<file path="src/design/tmce_pkg.sv">
package tmce_pkg;

	// cell index width: covers page bases, cursor offsets beyond the screen and repeat counts
	localparam int IDX_W = 18;
	localparam int QDEPTH = 2;

	localparam logic [3:0] CMD_SETCUR     = 4'd0;
	localparam logic [3:0] CMD_GETCUR     = 4'd1;
	localparam logic [3:0] CMD_SHAPE      = 4'd2;
	localparam logic [3:0] CMD_PAGE       = 4'd3;
	localparam logic [3:0] CMD_SCROLLUP   = 4'd4;
	localparam logic [3:0] CMD_SCROLLDOWN = 4'd5;
	localparam logic [3:0] CMD_READ       = 4'd6;
	localparam logic [3:0] CMD_WRITECA    = 4'd7;
	localparam logic [3:0] CMD_WRITEC     = 4'd8;
	localparam logic [3:0] CMD_TELETYPE   = 4'd9;

	localparam logic [1:0] CFG_COLS  = 2'd0;
	localparam logic [1:0] CFG_ROWS  = 2'd1;
	localparam logic [1:0] CFG_PAGES = 2'd2;

	localparam logic [7:0] CH_LF        = 8'h0a;
	localparam logic [7:0] CH_CR        = 8'h0d;
	localparam logic [7:0] CH_BS        = 8'h08;
	localparam logic [7:0] CH_BEL       = 8'h07;
	localparam logic [7:0] CH_SPACE     = 8'h20;
	localparam logic [7:0] SHAPE_HIDE   = 8'h20;
	localparam logic [7:0] ATTR_DEFAULT = 8'h07;
	localparam logic [15:0] BLANK_CELL  = 16'h0720;

	typedef enum logic [3:0] {
		OP_SETCUR, OP_GETCUR, OP_SHAPE, OP_PAGE, OP_SCR_UP, OP_SCR_DN,
		OP_READ, OP_WRITE_CA, OP_WRITE_C, OP_TTY, OP_NONE
	} op_t;

	typedef struct packed {
		op_t         op;
		logic        go;
		logic [2:0]  pg;
		logic [7:0]  col;
		logic [7:0]  row;
		logic [7:0]  x2;
		logic [7:0]  y2;
		logic [7:0]  lines;
		logic [7:0]  ch;
		logic [7:0]  at;
		logic [15:0] count;
	} item_t;

	typedef struct packed {
		logic [6:0] cols;
		logic [5:0] rows;
	} geom_t;

	typedef enum logic [4:0] {
		ST_CLEAR, ST_IDLE, ST_DISP, ST_IX0, ST_IX1, ST_RD, ST_RD_W,
		ST_WCA, ST_WC_RD, ST_WC_WR, ST_TT0, ST_TT_WR, ST_TT1, ST_TT_LA,
		ST_SS0, ST_SS1, ST_SS2, ST_CP_RD, ST_CP_WR, ST_BL, ST_RES
	} bst_t;

endpackage

</file>
<file path="src/design/tmce_front.sv">
module tmce_front #(
	parameter int MAX_PAGES = 8,
	parameter int MAX_COLS  = 80,
	parameter int MAX_ROWS  = 50
) (
	input  logic            clk,
	input  logic            arst_n,
	input  logic            cfg_valid,
	output logic            cfg_ready,
	input  logic [1:0]      cfg_index,
	input  logic [6:0]      cfg_data,
	input  logic            in_valid,
	output logic            in_ready,
	input  logic [3:0]      cmd,
	input  logic [2:0]      page,
	input  logic [7:0]      col,
	input  logic [7:0]      row,
	input  logic [7:0]      right_col,
	input  logic [7:0]      bottom_row,
	input  logic [7:0]      lines,
	input  logic [7:0]      char_code,
	input  logic [7:0]      attr,
	input  logic [15:0]     count,
	input  logic            clearing,
	input  logic            q_full,
	output logic            push,
	output tmce_pkg::item_t item,
	output tmce_pkg::geom_t geom
);
	import tmce_pkg::*;

	logic [6:0] cols_q;
	logic [5:0] rows_q;
	logic [3:0] pages_q;
	logic [6:0] ecols;
	logic [5:0] erows;
	logic [3:0] epages;
	logic [7:0] rc_c, br_c;
	logic       pvalid, win_ok;

	assign cfg_ready = 1'b1;

	always_ff @(posedge clk or negedge arst_n) begin
		if (!arst_n) begin
			cols_q  <= 7'd80;
			rows_q  <= 6'd25;
			pages_q <= 4'd8;
		end else if (cfg_valid) begin
			case (cfg_index)
				CFG_COLS:  cols_q  <= cfg_data;
				CFG_ROWS:  rows_q  <= cfg_data[5:0];
				CFG_PAGES: pages_q <= cfg_data[3:0];
				default: ;
			endcase
		end
	end

	// zero acts as one, above the maximum acts as the maximum
	always_comb begin
		if (cols_q == '0) ecols = 7'd1;
		else if ({1'b0, cols_q} > 8'(MAX_COLS)) ecols = 7'(MAX_COLS);
		else ecols = cols_q;
		if (rows_q == '0) erows = 6'd1;
		else if ({1'b0, rows_q} > 7'(MAX_ROWS)) erows = 6'(MAX_ROWS);
		else erows = rows_q;
		if (pages_q == '0) epages = 4'd1;
		else if ({1'b0, pages_q} > 5'(MAX_PAGES)) epages = 4'(MAX_PAGES);
		else epages = pages_q;
	end

	assign geom.cols = ecols;
	assign geom.rows = erows;

	assign pvalid = ({1'b0, page} < epages);
	assign rc_c   = (right_col > {1'b0, ecols - 7'd1}) ? {1'b0, ecols - 7'd1} : right_col;
	assign br_c   = (bottom_row > {2'b0, erows - 6'd1}) ? {2'b0, erows - 6'd1} : bottom_row;
	assign win_ok = (col <= rc_c) && (row <= br_c);

	assign in_ready = !q_full && !clearing;
	assign push     = in_valid && in_ready;

	always_comb begin
		item.pg    = page;
		item.col   = col;
		item.row   = row;
		item.x2    = rc_c;
		item.y2    = br_c;
		item.lines = lines;
		item.ch    = char_code;
		item.at    = attr;
		item.count = count;
		item.op    = OP_NONE;
		item.go    = 1'b0;
		case (cmd)
			CMD_SETCUR:     begin item.op = OP_SETCUR;   item.go = pvalid; end
			CMD_GETCUR:     begin item.op = OP_GETCUR;   item.go = pvalid; end
			CMD_SHAPE:      begin item.op = OP_SHAPE;    item.go = 1'b1;   end
			CMD_PAGE:       begin item.op = OP_PAGE;     item.go = pvalid; end
			CMD_SCROLLUP:   begin item.op = OP_SCR_UP;   item.go = win_ok; end
			CMD_SCROLLDOWN: begin item.op = OP_SCR_DN;   item.go = win_ok; end
			CMD_READ:       begin item.op = OP_READ;     item.go = pvalid; end
			CMD_WRITECA:    begin item.op = OP_WRITE_CA; item.go = pvalid; end
			CMD_WRITEC:     begin item.op = OP_WRITE_C;  item.go = pvalid; end
			CMD_TELETYPE:   begin item.op = OP_TTY;      item.go = pvalid; end
			default: ;
		endcase
	end

endmodule

</file>
<file path="config.mk">
export PLATFORM = sky130hd
export DESIGN_NAME = tmce_front
export DESIGN_NICKNAME = d
export VERILOG_FILES = /design/src/design/tmce_pkg.sv /design/src/design/tmce_front.sv
export SDC_FILE = /design/constraint.sdc
export NUM_CORES = 1
export LEC_CHECK = 0
export ABC_AREA = 1
export BUFFER_PORTS_ARGS = -buffer_cell sky130_fd_sc_hd__buf_2
export CORE_ASPECT_RATIO = 0.8
export CORE_MARGIN = 4
export CORE_UTILIZATION = 43
export DETAILED_ROUTE_END_ITERATION = 6
export PLACE_DENSITY = 0.83
export SLEW_MARGIN = 20
export SYNTH_ARGS = -nofsm -noshare
export SYNTH_HDL_FRONTEND = slang
export SYNTH_SLANG_ARGS = --single-unit
</file>
<file path="constraint.sdc">
create_clock -name clk -period 4.7 [get_ports clk]
set_input_delay 0.47 -clock clk [delete_from_list [all_inputs] [get_ports clk]]
set_output_delay 0.47 -clock clk [all_outputs]
set_load 0.005 [all_outputs]
</file>
### Yosys cells after proc, flatten, opt, wreduce, memory -nomap -nowiden

Index checks and enable logic that the tools add are counted.

| word-level totals | value |
|---|---|
| word-level logic and storage cells | 46 |
| output and inout port bits | 96 |
| flip-flop bits (word level) | 17 |

| cells by class | value |
|---|---|
| add/subtract/negate cells | 2 |
| reduce and logical (&&, ||, !) cells | 13 |
| $lt $le $gt $ge | 8 |
| equal/unequal tests | 11 |
| muxes and demuxes | 9 |

Operators with widths:

| operator | number |
|---|---|
| 5-bit case mux with 10 select lines | 1 |
| 4-bit by 3-bit == test with 1-bit output, second input constant | 4 |
| 8-bit less-or-equal comparator | 2 |
| 8-bit two-way mux | 2 |
| 7-bit two-way mux | 2 |
| 6-bit two-way mux | 2 |
| 4-bit by 2-bit == test with 1-bit output, second input constant | 2 |
| 4-bit == test, second input constant | 2 |
| 8-bit by 6-bit greater-than comparator with 1-bit output | 1 |
| 8-bit by 7-bit greater-than comparator with 1-bit output | 1 |
| 4-bit zero test | 2 |
| 4-bit two-way mux | 2 |
| 7-bit greater-than comparator, second input constant | 1 |
| 7-bit zero test | 1 |
| 7-bit by 1-bit subtractor with 7-bit output, second input constant | 1 |
| 6-bit greater-than comparator, second input constant | 1 |
| 6-bit zero test | 1 |
| 2-bit AND reduction | 3 |
| 6-bit by 1-bit subtractor with 6-bit output, second input constant | 1 |
| 4-bit by 1-bit == test with 1-bit output, second input constant | 1 |
| 4-bit greater-than comparator, second input constant | 1 |
| 3-bit by 4-bit less-than comparator with 1-bit output | 1 |
| 1-bit logical AND | 3 |
| 2-bit by 1-bit == test with 1-bit output, second input constant | 1 |
| 3 further kinds | 4 |

### Logic depth before layout (Yosys ltp)

| depth | value |
|---|---|
| depth after elaboration | 9 |
| depth in mapped cells | 32 |

### Worst setup path before layout

No wires, ideal clock.

| timing path | value |
|---|---|
| path type | register to output |
| start point | register cols_q[6] |
| end point | output item[75] (netlist bit) |
| path slack | 0.831 ns |
| data required time | 4.230 ns |
| stages on the path, launching flop included | 29 |
| arrival | 3.399 ns |
| cells stage by stage | dfstp_2 > inv_1 > nor2_1 > nand2_1 > nand2_1 > nand2_2 > inv_2 > ha_1 > inv_1 > xor2_1 > inv_1 > ha_1 > nand2_1 > o21ai_0 > nand2_1 > nand2_1 > nand2_1 > inv_1 > clkbuf_1 > nand3_1 > nand2_1 > ha_1 > a21oi_1 > nor2_1 > a211oi_1 > nand2_1 > nand2_1 > nand3_1 > nand2_1 |

RTL lines:

| element | RTL line | text |
|---|---|---|
| from (decl) | tmce_front.sv:32 | `logic [6:0] cols_q;` |
| from (signal assigned) | tmce_front.sv:50 | `CFG_COLS: cols_q <= cfg_data;` |
| to (decl) | tmce_front.sv:27 | `output tmce_pkg::item_t item,` |

==> flow_metrics.py <==
metrics = {
    "floorplanning": {
        "rows": 25,
        "ios": 190,
        "start_util_pct": 45.5,
        "core_area_um2": 6040,
        "die_w_um": 97.3,
        "fp.dieArea_um2": 7730,
        "die_h_um": 79.5,
    },
    "critical_path": {
        "critPathBufInv": 7,
        "critical_path_arrival_ns": 4.00,
        "cp_slowest_cell": "dfstp_2",
        "max_stage_delay_ns": 0.56,
        "crit_path_max_fanout": 11,
        "critical_path.top_delay_family": "simple AND/OR/NAND/NOR gates",
        "critPathMostFrequentCell": "nand2_1",
        "end_kind": "output pin",
        "path_class": "flip-flop to output pin",
        "cp.required_ns": 4.23,
        "cp-start-kind": "flip-flop",
    },
    "timing": {
        "whs_ns": 0.124,
        "setup_viol": 0,
        "clock_skew_ns": 0,
        "finalCritPeriodShare_pct": 95.1,
        "tns_ns": 0,
        "timing.final.crit_period_ns": 4.47,
        "finalMaxSlewViolations": 0,
        "clock.fmax_mhz": 224,
        "fin_ws_ns": 0.230,
        "hold_viol": 0,
    },
    "routing": {
        "drt_first_pass_iters": 5,
        "wire_per_inst_um": 12.0,
        "viasPerCell": 4.72,
        "drt_iter0_drc": 135,
        "ant_nets": 0,
        "drc": 0,
        "routed_wl_mm": 6.70,
        "num_vias": 2624,
    },
    "grt": {
        "antenna_found_initial": 0,
        "track_usage_pct": 16.2,
        "gr-total-overflow": 0,
        "grt_pass1_wl_mm": 10.8,
        "grt_max_degree": 18,
        "grt_pass1_vias": 2464,
    },
    "power": {
        "p_leak_uw": 0.00182,
        "power.total_uw": 997,
        "p_per_area_nw_per_um2": 331,
        "irDropWorstVdd_v": 0.000272,
    },
    "worst_hold_path": {
        "min_path_type": "input port to asynchronous set/reset pin",
    },
    "synthesis": {
        "async_reset_ff_share_pct": 100,
        "netlist.area_leader.share_pct": 17.2,
        "synth_compound_area_share_pct": 9.48,
        "synth-xor-area-share_pct": 1.55,
        "syn_avg_cell_area_um2": 6.44,
        "synth_area_leaders": "buf_4, ha_1, nand2_1, dfrtp_1, inv_1",
        "synth-seq-cells": 17,
        "seq_area_frac_synth_pct": 15.8,
        "synth.distinct_cells": 34,
        "synth.largest_area_cell": "buf_4",
        "synth-edff-count": 0,
        "netlist_instances": 426,
        "synth_top_family_by_area": "simple AND/OR/NAND/NOR gates",
        "synthMuxAreaShare_pct": 0,
        "yosys.area_share.adder_pct": 14.6,
        "yosys_warnings": 0,
        "synth_area_um2": 2750,
        "synth-simple-area-share_pct": 29.5,
        "synth_ff_type": "dfrtp_1",
    },
    "clock_network": {
        "cts_hold_buf": 0,
        "cts_tree": "yes",
        "clkTransAtPathRegs_ns": 0.06,
        "clockBufferDepth": 2,
        "numClockSinks": 17,
        "insertion_delay_ns": 0.25,
        "cts_htree_levels": 1,
        "cts-buffers-inserted": 3,
        "clock-root-buffer": "clkbuf_8",
    },
    "finish": {
        "finalNonFillerCells": 556,
        "register_area_um2": 434,
        "drive_above_1_share_pct": 34.5,
        "fillers": 612,
        "antennaDiodeCount": 0,
        "num-nets-final": 602,
        "areaGrowthSynthToFinish_pct": 9.84,
        "multi_input_area_um2": 1580,
        "final_common_cell": "buf_2",
        "most-common-layout-cells": "buf_2, nand2_1, inv_1",
    },
    "placement": {
        "dpl.cell_count": 547,
        "place_ws_ns": 0.315,
        "portBuffers": 105,
        "place_hpwl_mm": 5.79,
        "gp_congestion": 0.873,
    },
    "outcome": {
        "status": "finished, final reports clean",
    },
    "job": {
        "maxCapViolations": 0,
    },
}
cell usage after synthesis, types with 5 or more instances:
cell / n
ha_1: 32
nand3_1: 27
dfrtp_1: 11
o21ai_0: 31
dfstp_2: 6
clkbuf_1: 6
nand2_2: 12
nor2_1: 26
nand2_1: 96
inv_1: 65
buf_4: 63
nand4_1: 5
a21oi_1: 12
final cells by class:
type	count	area share [%]
clock buffers	4	1.49
repair buffers	111	18.9
flip-flops and latches	17	14.4
inverters	70	9.42
well taps	81	3.36
multi-input cells	273	52.4
sequential cells by signal, summed over array words and instances, names as in the netlist:
register and count:
rows_q 6, pages_q 4, cols_q 7
cells by family (layout without fill, tap and decap cells):
logic type               after synthesis  count (layout)
AND/OR/NAND/NOR                      180             180
buffers and inverters                141             185
AO/OA/AOI/OAI                         50              50
adder cells (fa/ha/maj)               32              32
flip-flops                            17              17
XOR/XNOR                               4               4
other                                  2               7
metal layers:
metal / part of all wire [%] / GRT usage [%] / vias to the layer above
met4: 0.52 / 2.63 / 0
met5: 0 / 0 / -
li1: - / - / 1358
met2: 50 / 29.0 / 78
met1: 43 / 20.7 / 1178
met3: 6.4 / 3.23 / 10
final timing paths:
kind                                        start                     end  slack (ns)  cells past startpoint
setup / recovery            cols_q[6]$_DFFE_PN1P_                item[75]        0.23                     28
hold / removal                             arst_n   cols_q[3]$_DFFE_PN0P_        0.12                      1
setup reg to reg            rows_q[4]$_DFFE_PN1P_   rows_q[4]$_DFFE_PN1P_        3.83                      3
hold reg to reg            pages_q[0]$_DFFE_PN0P_  pages_q[0]$_DFFE_PN0P_        0.49                      2
max in group asynchronous                  arst_n   rows_q[0]$_DFFE_PN1P_        4.27                      1
min in group clk                      cfg_data[4]   cols_q[4]$_DFFE_PN1P_        0.47                      3
worst register-to-register path, stage by stage, from the launching register on:
cell     delay, ns
dfstp_2       0.54
buf_4         0.12
nand2_1       0.04
o21ai_0       0.09
report_power, final:
| group | internal [uW] | switching, uW |
|---|---|---|
| Sequential | 176 | 24.2 |
| Clock | 60.1 | 46.7 |
| Combinational | 289 | 400 |
per-stage QoR:
| stage | area [um2] | util, % |
|---|---|---|
| 2_1_floorplan | 2760 | - |
| 3_3_place_gp | 2890 | 47.9 |
| 3_5_place_dp | 2890 | 47.9 |
| 4_1_cts | 2930 | 48.6 |
| 5_1_grt | 3020 | 49.9 |
| 6_report | 3020 | 49.9 |
timing repair:
item                       in CTS  in global routing
setup endpoints to repair       0                  1
resized for setup               0                 20
buffers inserted                0                  5
Power figures use the tool's default switching activity.
