--- src/design/tmce_pkg.sv ---
package tmce_pkg;

	// cell index width: covers page bases, cursor offsets beyond the screen and repeat counts
	localparam int IDX_W = 18;
	localparam int QDEPTH = 2;

	localparam logic [3:0] CMD_SETCUR     = 4'd0;
	localparam logic [3:0] CMD_GETCUR     = 4'd1;
	localparam logic [3:0] CMD_SHAPE      = 4'd2;
	localparam logic [3:0] CMD_PAGE       = 4'd3;
	localparam logic [3:0] CMD_SCROLLUP   = 4'd4;
	localparam logic [3:0] CMD_SCROLLDOWN = 4'd5;
	localparam logic [3:0] CMD_READ       = 4'd6;
	localparam logic [3:0] CMD_WRITECA    = 4'd7;
	localparam logic [3:0] CMD_WRITEC     = 4'd8;
	localparam logic [3:0] CMD_TELETYPE   = 4'd9;

	localparam logic [1:0] CFG_COLS  = 2'd0;
	localparam logic [1:0] CFG_ROWS  = 2'd1;
	localparam logic [1:0] CFG_PAGES = 2'd2;

	localparam logic [7:0] CH_LF        = 8'h0a;
	localparam logic [7:0] CH_CR        = 8'h0d;
	localparam logic [7:0] CH_BS        = 8'h08;
	localparam logic [7:0] CH_BEL       = 8'h07;
	localparam logic [7:0] CH_SPACE     = 8'h20;
	localparam logic [7:0] SHAPE_HIDE   = 8'h20;
	localparam logic [7:0] ATTR_DEFAULT = 8'h07;
	localparam logic [15:0] BLANK_CELL  = 16'h0720;

	typedef enum logic [3:0] {
		OP_SETCUR, OP_GETCUR, OP_SHAPE, OP_PAGE, OP_SCR_UP, OP_SCR_DN,
		OP_READ, OP_WRITE_CA, OP_WRITE_C, OP_TTY, OP_NONE
	} op_t;

	typedef struct packed {
		op_t         op;
		logic        go;
		logic [2:0]  pg;
		logic [7:0]  col;
		logic [7:0]  row;
		logic [7:0]  x2;
		logic [7:0]  y2;
		logic [7:0]  lines;
		logic [7:0]  ch;
		logic [7:0]  at;
		logic [15:0] count;
	} item_t;

	typedef struct packed {
		logic [6:0] cols;
		logic [5:0] rows;
	} geom_t;

	typedef enum logic [4:0] {
		ST_CLEAR, ST_IDLE, ST_DISP, ST_IX0, ST_IX1, ST_RD, ST_RD_W,
		ST_WCA, ST_WC_RD, ST_WC_WR, ST_TT0, ST_TT_WR, ST_TT1, ST_TT_LA,
		ST_SS0, ST_SS1, ST_SS2, ST_CP_RD, ST_CP_WR, ST_BL, ST_RES
	} bst_t;

endpackage

--- src/design/tmce_queue.sv ---
module tmce_queue (
	input  logic            clk,
	input  logic            arst_n,
	input  logic            push,
	input  tmce_pkg::item_t din,
	input  logic            pop,
	output tmce_pkg::item_t dout,
	output logic            full,
	output logic            empty
);
	import tmce_pkg::*;

	localparam int PW = (QDEPTH > 1) ? $clog2(QDEPTH) : 1;

	item_t          ent_q [QDEPTH];
	logic [PW-1:0]  wp_q, rp_q;
	logic [PW:0]    cnt_q;

	assign full  = (cnt_q == (PW+1)'(QDEPTH));
	assign empty = (cnt_q == '0);
	assign dout  = ent_q[rp_q];

	always_ff @(posedge clk) begin
		if (push) ent_q[wp_q] <= din;
	end

	// depth is a power of two, pointers wrap on their own
	always_ff @(posedge clk or negedge arst_n) begin
		if (!arst_n) begin
			wp_q  <= '0;
			rp_q  <= '0;
			cnt_q <= '0;
		end else begin
			if (push) wp_q <= wp_q + PW'(1);
			if (pop)  rp_q <= rp_q + PW'(1);
			if (push && !pop)      cnt_q <= cnt_q + (PW+1)'(1);
			else if (pop && !push) cnt_q <= cnt_q - (PW+1)'(1);
		end
	end

endmodule

--- config.mk ---
export PLATFORM = sky130hd
export DESIGN_NAME = tmce_queue
export DESIGN_NICKNAME = d
export VERILOG_FILES = /design/src/design/tmce_pkg.sv /design/src/design/tmce_queue.sv
export SDC_FILE = /design/constraint.sdc
export NUM_CORES = 1
export LEC_CHECK = 0
export BUFFER_PORTS_ARGS = -buffer_cell sky130_fd_sc_hd__buf_2
export CAP_MARGIN = 5
export CORE_ASPECT_RATIO = 1.75
export CORE_MARGIN = 8
export CORE_UTILIZATION = 50
export CTS_CLUSTER_DIAMETER = 150
export DETAILED_ROUTE_END_ITERATION = 10
export PLACE_DENSITY_LB_ADDON = 0.25
export SLEW_MARGIN = 20
export SYNTH_ARGS = -nofsm -noshare
export SYNTH_HDL_FRONTEND = slang
export SYNTH_SLANG_ARGS = --single-unit
--- constraint.sdc ---
create_clock -name clk -period 5.65 [get_ports clk]
set_input_delay 0.565 -clock clk [delete_from_list [all_inputs] [get_ports clk]]
set_output_delay 0.565 -clock clk [all_outputs]
set_load 0.02 [all_outputs]
=== After elaboration in Yosys (flattened, before gate mapping) ===
Memory sizes are Yosys's and may differ from the RTL's.
Cells that the tools add are included.

* Flip-flop bits (word level): 4
* RAM bits: 160
* Word-level logic and storage cells: 19
* Output and inout port bits: 82
* Memories kept: 1
* Input bits: 84

* Reduce and logical (&&, ||, !) cells: 6
* Muxes and demuxes: 4
* Equality and inequality tests: 1
* Add/subtract/negate cells: 4

{| class="wikitable"
|+ Memory list
! name !! words !! width !! read ports !! clocked after memory_dff !! wr ports !! line !! source
|-
| ent_q || 2 || 80 || 1 || 0 || 1 || tmce_queue.sv:15 || <nowiki>item_t ent_q [QDEPTH];</nowiki>
|}

{| class="wikitable"
|+ Operators by type and width
! cell !! number
|-
| 2-bit 2-to-1 mux || 2
|-
| 1-bit adder, second input constant || 2
|-
| 2-bit by 1-bit adder with 2-bit output, second input constant || 1
|-
| 2-bit == test, second input constant || 1
|-
| 1-bit logical AND || 2
|-
| 1-bit logical NOT || 2
|-
| 2-bit logical NOT || 1
|-
| 1-bit 2-to-1 mux || 2
|-
| 2-bit nonzero test || 1
|-
| 2-bit by 1-bit subtractor with 2-bit output, second input constant || 1
|}

=== Depth between registers and ports, before layout ===
Gate-level depths: netlist (run 1).

* Word-level depth: 4
* Mapped depth: 5

=== Worst setup path after synthesis (run 1) ===
No wires, ideal clock.

* Kind: input-to-reg
* From: input port push
* To: memory ent_q[0][0] in the netlist's numbering, enable pin
* Data required time: 5,122 ps
* Library setup time: 528 ps
* Buffers on the path: 0
* Slack: 1,059 ps
* Data arrival time: 4,063 ps
* Stages on the path: 1
* Path through: nor2b_1

* Cells in the longest elaborated chain, start to end: 2

{| class="wikitable"
|+ RTL lines
! what !! line !! source
|-
| start: declaration || tmce_queue.sv:4 || <nowiki>input logic push,</nowiki>
|-
| 1-bit 2-to-1 mux || tmce_queue.sv:24 || <nowiki>if (push) ent_q[wp_q] <= din;</nowiki>
|-
| 1-bit 2-to-1 mux (implied by the code) || tmce_queue.sv:24 ||
|-
| end: declaration || tmce_queue.sv:15 ||
|}

No other way between the ends.

==> results of run 1 <==
-- flip-flops by register name (all words and copies together) (netlist names) --
signal / count
cnt_q: 2
wp_q: 1
rp_q: 1
ent_q: 160
-- power breakdown --
group	switching [mW]	total, mW	internal (mW)	leakage (nW)
registers	0.175	1.79	1.62	1.55
logic	0.691	1.33	0.637	1.38
clock network	0.453	1.20	0.744	0.306
total	1.32	4.32	3.00	3.23
-- layer usage --
metal  vias to the layer above  wire length [um]  share of wire, %  GRT usage (%)
met3                        21               897               7.7           5.63
met1                      1482              4130                35           13.3
met4                         0               293               2.5           7.84
met5                         -                 0                 0              0
met2                       106              6360                54           24.1
li1                       1411                 -                 -              -
-- per-stage QoR --
stage / cells / instance area (sq um) / hold slack [ps]
after CTS: 624 / 7890 / 323
after detailed placement: 591 / 7250 / 375
final: 628 / 7930 / 342
after global placement: 591 / 7250 / 374
after global routing: 628 / 7930 / 317
after floorplan: 265 / 6360 / 269
-- synthesized netlist by cell type --
cell        n
buf_6       1
xor2_1      4
dfrtp_1     4
nor2b_1     2
mux2_2      1
mux2_4     79
ha_1        1
and2_1      1
buf_12      8
inv_1       1
nor2_1      2
edfxtp_1  160
xnor2_1     1
-- worst paths after layout --
kind	slack, ps	cells after the start	endpoint	startpoint
max	2460	3	dout[17]	rp_q$_DFFE_PN0P_
max reg2reg	3430	2	ent_q[0][63]$_DFFE_PP_	wp_q$_DFFE_PN0P_
min reg2reg	490	1	cnt_q[1]$_DFFE_PN0P_	cnt_q[1]$_DFFE_PN0P_
min	340	1	ent_q[0][47]$_DFFE_PP_	din[47]
min in group asynchronous	510	2	cnt_q[1]$_DFFE_PN0P_	arst_n
max in group asynchronous	5000	2	rp_q$_DFFE_PN0P_	arst_n
-- logic make-up (layout without fill, tap and decap cells) --
kind of cell | count (synthesis) | in the layout | share of synthesized area, %
xor+xnor | 5 | 5 | 0.689
fa+ha+maj | 1 | 1 | 0.197
buf+inv | 10 | 202 | 2.75
flops | 164 | 164 | 77.1
mux | 80 | 80 | 18.8
other cells | 0 | 3 | 0
simple gates | 5 | 5 | 0.413
-- placed cells by master, fill, tap and decap left out, drive strengths merged, types with 3 or more instances in the layout --
master,netlist,final
inv,1,5
xor2,4,4
edfxtp,160,160
buf,9,168
clkinv,0,6
diode,0,3
bufinv,0,4
clkbuf,0,17
mux2,80,80
dfrtp,4,4
-- area by class of cell --
cell class	count	area, sq um
flip-flops and latches	164	4910
fillers	958	4510
multi-input cells	91	1290
repair buffers	169	878
clock buffers	17	425
well taps	168	210
clock inverters	15	203
diodes	3	7.51
inverters	1	3.75
==> impl_metrics.yaml, run 1 <==
pwr:
  p_leak_nw: 3.23
  total_power_mw: 4.32
  ir_drop_v: 0.000296
  p_per_area_nw_per_um2: 545
floorplan:
  top_level_ports: 166
  std_cell_rows: 54
  die_y_um: 165
  die_area_sq_um: 16700
  die_w_um: 101
  coreArea_sq_um: 12400
  initial_utilization_pct: 51.2
clocking:
  htreeDepth: 4
  cts_buffers: 17
  clk_pin_slew_ps: 60
  post_cts_buffers: 0
  clockBufferDepth: 2
  cts_tree: "yes"
  ctsHoldBuffers: 1
  cts_resized: 0
  root_buffer: "clkbuf_16"
  cts_sinks: 164
  clk_latency_ps: 410
place:
  globalplace.congestion: 0.729
  port_buffers: 165
  pre_cts_ws_ps: 2850
critical_path:
  path_buf_inv: 2
  crit_path_max_incr_delay_ps: 1120
  crit_type: "register to output pin"
  cp_slowest_cell: "dfrtp_4"
  cp.arrival_ps: 2620
  crit_path_start_kind: "register"
  required_ps: 5090
  crit_chain: "buf_4 > mux2_4 > buf_2"
  critPathTopFamily: "flip-flops"
  crit_path_end_kind: "output pin"
  path_max_fanout: 57
sta:
  fin_ws_ps: 2460
  clock_skew_ps: 8.69
  worst_pin_slew_ps: 1060
  finalMaxSlewViolations: 0
  period_needed_ps: 3190
  setup_viol: 0
  finalSetupTns_ps: 0
  slew_headroom_pct: 29.4
  fmax_mhz: 314
  fin_crit_sh_pct: 56.4
  hold_viol: 0
  rsz0062_at_grt: "no"
cells_and_area:
  nets: 529
  drive_above_1_share_pct: 61.7
  area_growth_pct: 24.6
  final_util_pct: 63.8
grt:
  grt-ovfl-total: 0
  grt_pass1_wl_um: 16700
  track_usage_pct: 13.8
  antenna_found_initial: 3
  grt_max_degree: 81
  grt_pass1_vias: 3240
drt:
  dr_total_vias: 3020
  wl_um: 11700
  drt-pass1-iter-count: 4
  drt_iter0_markers: 112
  wl_per_cell_um: 18.6
  antenna_left: 0
  routed_via_density: 4.81
  drc: 0
outcome:
  status: "complete, no violations"
synthesis:
  syn-instance-count: 265
  ys_seq_elements: 164
  synth.net_count: 350
  yosysTopAreaCell: "edfxtp_1"
  synth_warnings: 0
  yosysSeqAreaShare_pct: 77.1
  yosysTopAreaCellShare_pct: 75.5
  syn-cell-area_sq_um: 6360
  synth_area_leaders: "edfxtp_1 (76%), mux2_4 (19%), buf_12 (2.5%)"
  ys_types: 13
  syn_avg_cell_area_sq_um: 24.0
hold_path:
  hp-class: "input pin to register"
run:
  drv_cap: 0
(Power assumes the default switching activity.)
==> run 2, diff against run 1 <==
--- a/config.mk
+++ b/config.mk
@@ -9,7 +9,7 @@
 export CAP_MARGIN = 5
 export CORE_ASPECT_RATIO = 1.75
 export CORE_MARGIN = 8
-export CORE_UTILIZATION = 50
+export CORE_UTILIZATION = 47
 export CTS_CLUSTER_DIAMETER = 150
 export DETAILED_ROUTE_END_ITERATION = 10
 export PLACE_DENSITY_LB_ADDON = 0.25
==> constraint.sdc (replaced) <==
create_clock -name clk -period 2.9 [get_ports clk]
set_input_delay 0.29 -clock clk [delete_from_list [all_inputs] [get_ports clk]]
set_output_delay 0.29 -clock clk [all_outputs]
set_load 0.02 [all_outputs]
==> run 2 against run 1 <==
  * Non-clock buffer count up 3
  * Hold slack worse by 280 ps
  * Sequential power up 89%
  * Largest power group unchanged
  * Worst setup slack worse by 1900 ps
  * First-iteration DRC count up 6.3%
  * Combinational power up 110%
  * Sequential share of layout area down 0.37 points
  * Highest routed layer is now met5
==> impl_metrics.yaml, run 2 (synthesis results as in run 1) <==
sta:
  fmax_mhz: 435
  rsz0062_at_grt: "no"
  hold_viol: 0
  clock_skew_ps: 7.20
  finalSetupTns_ps: 0
  slew_headroom_pct: 62.4
  period_needed_ps: 2300
  finalMaxSlewViolations: 0
  setup_viol: 0
  worst_pin_slew_ps: 563
  fin_crit_sh_pct: 79.2
floorplan:
  die_w_um: 104
  initial_utilization_pct: 47.8
  coreArea_sq_um: 13300
  std_cell_rows: 56
  die_y_um: 170
  die_area_sq_um: 17700
  top_level_ports: 166
grt:
  antenna_found_initial: 3
  grt_pass1_wl_um: 18200
  track_usage_pct: 13.7
  grt_max_degree: 81
  grt_pass1_vias: 3438
  grt-ovfl-total: 0
cells_and_area:
  area_growth_pct: 25.4
  final_cell_mix: "buf_2 (165), edfxtp_1 (160), mux2_4 (79), clkbuf_16 (17), bufinv_16 (5)"
  diodes: 0
  top_regs: "ent_q (160), cnt_q (2)"
  drive_above_1_share_pct: 61.4
  nets: 532
  final_common_cell: "buf_2"
  largest_reg_flops: 160
  largest-register: "ent_q"
drt:
  wl_um: 11900
  antenna_left: 0
  drc: 0
  wl_per_cell_um: 18.8
  dr_total_vias: 3018
  drt_iter0_markers: 119
  drt-pass1-iter-count: 4
  routed_via_density: 4.77
pwr:
  p_leak_nw: 3.25
  p_per_area_nw_per_um2: 1070
  total_power_mw: 8.50
  ir_drop_v: 0.000657
clocking:
  clk_latency_ps: 410
  clockBufferDepth: 2
  cts_tree: "yes"
  cts_sinks: 164
  htreeDepth: 4
  clk_pin_slew_ps: 60
  root_buffer: "clkbuf_16"
  cts_buffers: 17
critical_path:
  path_max_fanout: 30
  crit_path_start_kind: "register"
  crit_type: "register to output pin"
  cp.arrival_ps: 2010
  required_ps: 2610
  crit_path_end_kind: "output pin"
hold_path:
  hp-class: "input pin to register"
place:
  port_buffers: 165
  globalplace.congestion: 0.710
  dpl.hpwl_um: 8620
outcome:
  status: "complete, no violations"
run:
  drv_cap: 0
run 2: stage by stage:
stage                     cells  setup WS [ps]  area [sq um]  hold WS [ps]  utilization [%]
final                       633            602          7970          65.2             59.9
after global routing        633            517          7970          51.0             59.9
after CTS                   633            557          7970          48.1             59.9
after detailed placement    601           1000          7330           104             55.0
after global placement      601           1000          7330           107             55.0
after floorplan             265            165          6370         -5.59                -
run 2: repair_timing:
item,4_1_cts,5_1_grt
endpoints found under the hold margin,4,0
resized for setup,0,0
setup buffers,0,0
hold buffers,1,0
run 2: per-layer routing:
metal	global-route usage, %	vias up	share of wire, %
met5	0	-	0.28
met4	6.78	6	2.6
met3	5.53	23	6.9
met2	25.7	102	57
met1	12.3	1474	33
li1	-	1413	-
run 2: worst max-delay path, stage by stage, from the launching register on:
cell and delay, ps:
dfrtp_4 760, buf_12 310, mux2_4 320, buf_2 170
run 2: area by class of cell:
class / instances / area (sq um)
Fill cell: 1040 / 5340
Sequential cell: 164 / 4910
Multi-Input combinational cell: 91 / 1290
Timing Repair Buffer: 172 / 918
Clock buffer: 20 / 437
Tap cell: 174 / 218
Clock inverter: 11 / 199
Inverter: 1 / 3.75
run 2: where the power goes:
part	leakage, nW	total [mW]	internal, mW	switching [mW]
Sequential	1.55	3.38	3.15	0.232
Combinational	1.40	2.74	1.26	1.47
Clock	0.303	2.39	1.53	0.852
run 2: worst paths after layout:
path	endpoint	depth (start not counted)	slack [ps]	start
max	dout[3]	3	600	rp_q$_DFFE_PN0P_
min	ent_q[1][54]$_DFFE_PP_	1	70	din[54]
max reg2reg	ent_q[1][21]$_DFFE_PP_	2	1240	wp_q$_DFFE_PN0P_
min reg2reg	cnt_q[1]$_DFFE_PN0P_	1	520	cnt_q[1]$_DFFE_PN0P_
max in group asynchronous	rp_q$_DFFE_PN0P_	2	2530	arst_n
min in group asynchronous	cnt_q[0]$_DFFE_PN0P_	2	230	arst_n
